--- config.mk ---
export PLATFORM = sky130hd
export DESIGN_NAME = tricorn_escape_time_unit
export DESIGN_NICKNAME = d
export VERILOG_FILES = /design/src/rtl/tce_pkg.sv /design/src/rtl/tce_mul.sv /design/src/rtl/tce_step.sv /design/src/rtl/tricorn_escape_time_unit.sv
export SDC_FILE = /design/constraint.sdc
export NUM_CORES = 2
export LEC_CHECK = 0
export BUFFER_PORTS_ARGS = -buffer_cell sky130_fd_sc_hd__buf_2
export CAP_MARGIN = 10
export CORE_UTILIZATION = 36
export DETAILED_ROUTE_END_ITERATION = 16
export PLACE_DENSITY_LB_ADDON = 0.15
export SLEW_MARGIN = 20
export SYNTH_ARGS = -nofsm -noshare
export SYNTH_HDL_FRONTEND = slang
export SYNTH_HIERARCHICAL = 1
export SYNTH_SLANG_ARGS = --single-unit
--- constraint.sdc ---
create_clock -name clk -period 26.6 [get_ports clk]
set_input_delay 6.65 -clock clk [delete_from_list [all_inputs] [get_ports clk]]
set_output_delay 6.65 -clock clk [all_outputs]
set_load 0.02 [all_outputs]
--- src/rtl/tce_pkg.sv ---
// ----------------------------------------------------------------------------
// tce_pkg: shared types and constants of the tricorn escape-time unit
// Fixed-point widths, port layout constants and the Q8.24 saturation helper.
// ----------------------------------------------------------------------------
package tce_pkg;

  // Fixed-point value and product widths
  localparam int Q_W    = 32;
  localparam int PROD_W = 2 * Q_W;
  localparam int SAT_W  = PROD_W + 2;

  // Defaults of the top-level parameters
  localparam int FRAC_BITS_DEF = 24;
  localparam int ITER_BITS_DEF = 16;

  // Register and result field widths
  localparam int MAX_ITER_W = 16;
  localparam logic [MAX_ITER_W-1:0] MAX_ITER_RST = 16'd256;
  localparam int COUNT_W = 16;
  localparam int NORM_W  = 31;
  localparam logic [NORM_W-1:0] NORM_MAX = {NORM_W{1'b1}};

  // Stream data widths (whole bytes)
  localparam int IN_TDATA_W  = 2 * Q_W;
  localparam int OUT_FIELD_W = COUNT_W + 2 * Q_W + NORM_W;
  localparam int OUT_TDATA_W = ((OUT_FIELD_W + 7) / 8) * 8;

  // Saturation limits of a Q value, held wide
  localparam logic signed [SAT_W-1:0] SAT_HI = SAT_W'(64'sd2147483647);
  localparam logic signed [SAT_W-1:0] SAT_LO = -SAT_W'(64'sd2147483648);

  typedef logic signed [Q_W-1:0]    q_t;
  typedef logic signed [PROD_W-1:0] prod_t;

  // Clamp a wide signed value to the Q range
  function automatic q_t sat_q(input logic signed [SAT_W-1:0] v);
    q_t r;
    if (v > SAT_HI) begin
      r = SAT_HI[Q_W-1:0];
    end else if (v < SAT_LO) begin
      r = SAT_LO[Q_W-1:0];
    end else begin
      r = v[Q_W-1:0];
    end
    return r;
  endfunction

endpackage

--- src/rtl/tce_mul.sv ---
// ----------------------------------------------------------------------------
// tce_mul: shared signed multiplier
// One 32x32 signed product per cycle, registered at the output.
// ----------------------------------------------------------------------------
module tce_mul (
  input  logic           clk,
  input  tce_pkg::q_t    a,
  input  tce_pkg::q_t    b,
  output tce_pkg::prod_t prod
);
  import tce_pkg::*;

  // Register the full-width product
  always_ff @(posedge clk) begin
    prod <= PROD_W'(a) * PROD_W'(b);
  end

endmodule

--- src/rtl/tce_step.sv ---
// ----------------------------------------------------------------------------
// tce_step: iteration arithmetic
// Builds the next z from the stored products and forms the norm test of z.
// ----------------------------------------------------------------------------
module tce_step #(
  parameter int FRAC_BITS = tce_pkg::FRAC_BITS_DEF
) (
  input  tce_pkg::prod_t              pxx,
  input  tce_pkg::prod_t              pyy,
  input  tce_pkg::prod_t              pxy,
  input  tce_pkg::q_t                 cr,
  input  tce_pkg::q_t                 ci,
  output tce_pkg::q_t                 x_next,
  output tce_pkg::q_t                 y_next,
  input  tce_pkg::prod_t              sq_x,
  input  tce_pkg::prod_t              sq_y,
  output logic                        escaped,
  output logic [tce_pkg::NORM_W-1:0]  norm_sat
);
  import tce_pkg::*;

  localparam int SUM_W = PROD_W - FRAC_BITS;
  localparam logic [SUM_W-1:0] FOUR = SUM_W'(1) << (FRAC_BITS + 2);

  q_t xx;
  q_t yy;
  q_t sr;
  q_t si;
  logic signed [SAT_W-1:0] neg_xy;
  logic [SUM_W-1:0] norm_sum;

  // Floor the squares and the negated doubled cross term, then add c
  always_comb begin
    xx     = sat_q(SAT_W'(pxx >>> FRAC_BITS));
    yy     = sat_q(SAT_W'(pyy >>> FRAC_BITS));
    sr     = sat_q(SAT_W'(xx) - SAT_W'(yy));
    neg_xy = -SAT_W'(pxy);
    si     = sat_q(neg_xy >>> (FRAC_BITS - 1));
    x_next = sat_q(SAT_W'(sr) + SAT_W'(cr));
    y_next = sat_q(SAT_W'(si) + SAT_W'(ci));
  end

  // Sum the floored squares exactly; squares are never negative
  always_comb begin
    norm_sum = SUM_W'(sq_x[PROD_W-2:FRAC_BITS]) + SUM_W'(sq_y[PROD_W-2:FRAC_BITS]);
    escaped  = norm_sum > FOUR;
    if (norm_sum > SUM_W'(NORM_MAX)) begin
      norm_sat = NORM_MAX;
    end else begin
      norm_sat = norm_sum[NORM_W-1:0];
    end
  end

endmodule

--- src/rtl/tricorn_escape_time_unit.sv ---
// Throughput: one point at a time; the next beat is taken only once the
// previous result has been loaded into the output register. Each iteration
// runs one update and then three products through the single shared 32x32
// multiplier. Reset sets max_iter to 256, returns the sequencer to idle and
// drops any pending result.
// ----------------------------------------------------------------------------
// tricorn_escape_time_unit: tricorn escape-time tracer
// Iterates z = conj(z)^2 + c in Q8.24 until |z|^2 > 4 or the limit is hit.
// ----------------------------------------------------------------------------
module tricorn_escape_time_unit #(
  parameter int FRAC_BITS = tce_pkg::FRAC_BITS_DEF,
  parameter int ITER_BITS = tce_pkg::ITER_BITS_DEF
) (
  input  logic                            clk,
  input  logic                            rst,
  input  logic                            cfg_wr_en,
  input  logic [tce_pkg::MAX_ITER_W-1:0]  cfg_wr_data,
  input  logic                            s_tvalid,
  output logic                            s_tready,
  // s_tdata: c_re [31:0], c_im [63:32]
  input  logic [tce_pkg::IN_TDATA_W-1:0]  s_tdata,
  output logic                            m_tvalid,
  input  logic                            m_tready,
  // m_tdata: iter_count [15:0], esc_re [47:16], esc_im [79:48],
  //          esc_norm [110:80], zero pad [111]
  output logic [tce_pkg::OUT_TDATA_W-1:0] m_tdata,
  // m_tuser: inside_set [0]
  output logic                            m_tuser
);
  import tce_pkg::*;

  localparam logic [2:0] S_IDLE = 3'd0;
  localparam logic [2:0] S_UPD  = 3'd1;
  localparam logic [2:0] S_MXX  = 3'd2;
  localparam logic [2:0] S_MYY  = 3'd3;
  localparam logic [2:0] S_CHK  = 3'd4;
  localparam logic [2:0] S_DONE = 3'd5;

  logic [2:0]            state;
  logic [MAX_ITER_W-1:0] max_iter;
  logic [ITER_BITS-1:0]  limit;
  logic [ITER_BITS-1:0]  n;
  logic [ITER_BITS-1:0]  res_cnt;
  logic                  in_set;
  logic [NORM_W-1:0]     norm_r;
  q_t                    x;
  q_t                    y;
  q_t                    cr;
  q_t                    ci;
  prod_t                 pxx;
  prod_t                 pyy;
  prod_t                 prod;
  q_t                    mul_a;
  q_t                    mul_b;
  q_t                    x_next;
  q_t                    y_next;
  logic                  escaped;
  logic [NORM_W-1:0]     norm_sat;
  logic                  in_beat;
  logic                  out_load;
  logic                  last_iter;

  assign limit     = ITER_BITS'(max_iter);
  assign s_tready  = (state == S_IDLE);
  assign in_beat   = s_tvalid && s_tready;
  assign out_load  = (state == S_DONE) && (!m_tvalid || m_tready);
  assign last_iter = (n == limit - ITER_BITS'(1));

  // Hold the iteration limit
  always_ff @(posedge clk) begin
    if (rst) begin
      max_iter <= MAX_ITER_RST;
    end else if (cfg_wr_en) begin
      max_iter <= cfg_wr_data;
    end
  end

  // Pick multiplier operands per step: x*x, y*y, x*y, zero in the other states
  always_comb begin
    unique case (state)
      S_MXX: begin
        mul_a = x;
        mul_b = x;
      end
      S_MYY: begin
        mul_a = y;
        mul_b = y;
      end
      S_CHK: begin
        mul_a = x;
        mul_b = y;
      end
      default: begin
        mul_a = '0;
        mul_b = '0;
      end
    endcase
  end

  tce_mul u_mul (
    .clk  (clk),
    .a    (mul_a),
    .b    (mul_b),
    .prod (prod)
  );

  tce_step #(
    .FRAC_BITS (FRAC_BITS)
  ) u_step (
    .pxx      (pxx),
    .pyy      (pyy),
    .pxy      (prod),
    .cr       (cr),
    .ci       (ci),
    .x_next   (x_next),
    .y_next   (y_next),
    .sq_x     (pxx),
    .sq_y     (prod),
    .escaped  (escaped),
    .norm_sat (norm_sat)
  );

  // Advance the sequencer
  always_ff @(posedge clk) begin
    if (rst) begin
      state <= S_IDLE;
    end else begin
      unique case (state)
        S_IDLE: begin
          if (in_beat) begin
            state <= (limit == '0) ? S_DONE : S_UPD;
          end
        end
        S_UPD:  state <= S_MXX;
        S_MXX:  state <= S_MYY;
        S_MYY:  state <= S_CHK;
        S_CHK: begin
          if (escaped || last_iter) begin
            state <= S_DONE;
          end else begin
            state <= S_UPD;
          end
        end
        S_DONE: begin
          if (out_load) begin
            state <= S_IDLE;
          end
        end
        default: state <= S_IDLE;
      endcase
    end
  end

  // Working registers of the iteration
  always_ff @(posedge clk) begin
    if (in_beat) begin
      cr      <= s_tdata[Q_W-1:0];
      ci      <= s_tdata[2*Q_W-1:Q_W];
      x       <= '0;
      y       <= '0;
      pxx     <= '0;
      pyy     <= '0;
      n       <= '0;
      res_cnt <= '0;
      in_set  <= 1'b1;
      norm_r  <= '0;
    end else begin
      unique case (state)
        S_UPD: begin
          x <= x_next;
          y <= y_next;
        end
        S_MYY: pxx <= prod;
        S_CHK: begin
          pyy    <= prod;
          norm_r <= norm_sat;
          n      <= n + ITER_BITS'(1);
          if (escaped) begin
            res_cnt <= n;
            in_set  <= 1'b0;
          end else if (last_iter) begin
            res_cnt <= limit;
          end
        end
        default: begin
        end
      endcase
    end
  end

  // Output register: load when empty or being drained
  always_ff @(posedge clk) begin
    if (rst) begin
      m_tvalid <= 1'b0;
    end else if (out_load) begin
      m_tvalid <= 1'b1;
    end else if (m_tready) begin
      m_tvalid <= 1'b0;
    end
  end

  always_ff @(posedge clk) begin
    if (out_load) begin
      m_tdata <= OUT_TDATA_W'({norm_r, y, x, COUNT_W'(res_cnt)});
      m_tuser <= in_set;
    end
  end

  // A beat starts an iteration, or finishes at once on a zero limit
  a_start: assert property (@(posedge clk) disable iff (rst)
    in_beat |=> (state == S_UPD) || (state == S_DONE))
    else $error("accepted beat did not start the sequencer");

  // A check that neither escapes nor ends goes on to the next update
  a_continue: assert property (@(posedge clk) disable iff (rst)
    (state == S_CHK) && !escaped && !last_iter |=>
      (state == S_UPD) && (n == $past(n) + ITER_BITS'(1)))
    else $error("iteration did not advance");

  // The counter stays below the limit while iterating
  a_count: assert property (@(posedge clk) disable iff (rst)
    (state == S_CHK) |-> (n < limit))
    else $error("iteration counter ran past the limit");

  // A finished point lands in the output register
  a_load: assert property (@(posedge clk) disable iff (rst)
    out_load |=> m_tvalid && (state == S_IDLE))
    else $error("finished result not presented");

  // The sequencer holds a finished result in done while the output is stalled
  a_busy: assert property (@(posedge clk) disable iff (rst)
    (state == S_DONE) && m_tvalid && !m_tready |=> (state == S_DONE))
    else $error("result dropped while output stalled");

endmodule
==> impl_metrics.json <==
{
  "status": "complete, no violations",
  "syn_nets": 8390,
  "die_x_um": 419,
  "cts_inserted_buffers": 55,
  "fin_nets": 8360,
  "insertion_delay_ns": 0.66,
  "hold_violations": 0,
  "htree_levels": 2,
  "period_minus_slack_ns": 10.93,
  "cpMaxStageDelayCell": "or2_2",
  "r2r_start": "state[2]$_SDFFE_PP0P_",
  "cts_buffer_depth": 3,
  "criticalPathCategory": "reg -> reg",
  "num-fill-cells": 17500,
  "antenna_left": 0,
  "port_buffers": 198,
  "max_freq_ghz": 0.0915,
  "cts_sinks": 468,
  "regArea_um2": 11100,
  "startpoint": "state[2]$_SDFFE_PP0P_",
  "reg2reg_to": "u_mul/prod[61]$_DFF_P_",
  "critPathRequiredTime_ns": 27.13,
  "finalSetupViolCount": 0,
  "avgSynthCellArea_um2": 9.06,
  "grt_max_degree": 84,
  "worst-path-max-fanout": 41,
  "hold_buffers": 0,
  "finalClockSkew_ns": 0.0309,
  "rsz0062_at_grt": "false",
  "clock-root-buffer": "clkbuf_16",
  "grt_pass1_wl_um": 289000,
  "grt_usage": 0.213,
  "routedWlPerCell_um": 19.8,
  "rrSetupSlack_ns": 15.67,
  "design.core.area_um2": 172000,
  "clk_pin_slew_ns": 0.06,
  "grt_pass1_vias": 48700,
  "cts_resized": 0,
  "antenna_found_initial": 10,
  "vias": 46800,
  "start_util": 0.364,
  "dpl.hpwl_um": 144000,
  "io_pins": 200,
  "overflow": 0,
  "critPathMaxStageDelay_ns": 0.73,
  "cp-start-kind": "register",
  "cts_tree": "yes",
  "drv_cap": 0,
  "min_path_type": "reg -> reg",
  "slew_headroom": 0.273,
  "utilization": 0.393,
  "syn_inst": 6898,
  "drive_above_1_share": 0.0678,
  "slew_violations": 0,
  "place_congestion": 0.889,
  "peakVddDrop_uv": 193,
  "ys.warnings.count": 6,
  "setup_tns_ns": 0,
  "viasPerCell": 5.07,
  "worst_pin_slew_ns": 1.09,
  "powerDensity_nw_per_um2": 82.6,
  "power.total_w": 0.00559,
  "cpMostUsedCell": "fa_1",
  "first_pass_iters": 6,
  "rows": 152,
  "cts_setup_buffers": 0,
  "arrival_ns": 11.45,
  "wirelength_um": 183000,
  "fin_crit_sh": 0.411,
  "multi_input_area_um2": 45500,
  "drtIter0Drc": 2629,
  "area_growth_pct": 8.19,
  "syn-cell-area_um2": 62500,
  "die_area_um2": 175000,
  "dieHeight_um": 419,
  "cp-endpoint": "u_mul/prod[61]$_DFF_P_",
  "worst_r2r_path_depth": 29,
  "end_kind": "register",
  "drc": 0,
  "power.leakage_nw": 33.0
}
-- metal layers --
| layer | track usage | routed length (um) | part of all wire | vias up |
|---|---|---|---|---|
| met5 | 0 | 0 | 0 | - |
| li1 | - | - | - | 21600 |
| met3 | 0.0147 | 5500 | 0.030 | 195 |
| met4 | 0.0571 | 5300 | 0.029 | 0 |
| met1 | 0.285 | 80800 | 0.44 | 24200 |
| met2 | 0.370 | 91000 | 0.50 | 826 |
-- per-stage QoR --
| step | hold WS [ns] | std cells | worst slack (ns) | area (um^2) |
|---|---|---|---|---|
| final | 0.429 | 9225 | 15.67 | 67600 |
| after global routing | 0.439 | 9224 | 14.90 | 67600 |
| after CTS | 0.430 | 9224 | 15.74 | 67600 |
| after detailed placement | 0.414 | 9121 | 15.77 | 65700 |
| after global placement | 0.414 | 9121 | 15.82 | 65700 |
| after floorplan | 0.408 | 6898 | 14.66 | 62500 |
-- worst min-delay path by stage --
stage                                       start                      to  slack (ns)  depth (start not counted)
after floorplan           res_cnt[0]$_SDFFE_PP0P_    m_tdata[0]$_DFFE_PP_        0.41                          0
after global placement     norm_r[2]$_SDFFE_PP0N_   m_tdata[82]$_DFFE_PP_        0.41                          0
after detailed placement  norm_r[29]$_SDFFE_PP0N_  m_tdata[109]$_DFFE_PP_        0.41                          0
after CTS                  norm_r[9]$_SDFFE_PP0N_   m_tdata[89]$_DFFE_PP_        0.43                          0
after global routing       norm_r[6]$_SDFFE_PP0N_   m_tdata[86]$_DFFE_PP_        0.44                          0
final                      norm_r[9]$_SDFFE_PP0N_   m_tdata[89]$_DFFE_PP_        0.43                          0
-- placed cells by master, fill, tap and decap left out, types with 15 or more instances in the layout --
| master | n |
|---|---|
| xnor2_1 | 136 |
| maj3_1 | 15 |
| a21o_1 | 161 |
| xor2_1 | 99 |
| mux2i_1 | 19 |
| nor3_1 | 33 |
| fa_1 | 1086 |
| o21bai_1 | 27 |
| o211ai_1 | 19 |
| clkbuf_16 | 56 |
| o31ai_1 | 19 |
| nand2_1 | 988 |
| and3_1 | 36 |
| nor2b_1 | 27 |
| and2_1 | 533 |
| nor4_1 | 21 |
| o21a_1 | 30 |
| buf_4 | 99 |
| edfxtp_1 | 176 |
| nand3_1 | 73 |
| a21oi_1 | 458 |
| nand4_1 | 53 |
| nor2_1 | 173 |
| ha_1 | 321 |
| a31oi_1 | 20 |
| buf_2 | 198 |
| inv_1 | 1195 |
| a22o_1 | 55 |
| o21ai_0 | 149 |
| a211oi_1 | 27 |
| nand2b_1 | 40 |
| dfxtp_1 | 292 |
-- registers in the layout, indices dropped and copies added (netlist names), 31 cells and up --
register and count:
norm_r 31, y 32, m_tdata 111, pyy 40
cr 32, pxx 40, u_mul/prod 64, x 32
ci 32
-- where the power goes --
group	internal, W	switching (W)
sequential	0.000805	0.0000760
combinational	0.00148	0.00241
clock	0.000482	0.000331
total	0.00277	0.00282
-- final cells by class --
class / count / area share
Antenna cell: 1 / 0.0000370
Clock inverter: 38 / 0.00670
Tap cell: 2310 / 0.0427
Clock buffer: 65 / 0.0217
Multi-Input combinational cell: 4850 / 0.672
Sequential cell: 468 / 0.165
Timing Repair Buffer: 297 / 0.0256
Inverter: 1196 / 0.0664
-- critical path: cells and delay by family, from the launching register on --
family / cells / cell delay, ns
AND/OR/NAND/NOR: 8 / 2.49
adder cells (fa/ha/maj): 9 / 4.94
AO/OA/AOI/OAI: 4 / 1.46
buffers and inverters: 8 / 1.22
flip-flops: 1 / 0.61
No activity file was read; power rests on OpenSTA's default activity.
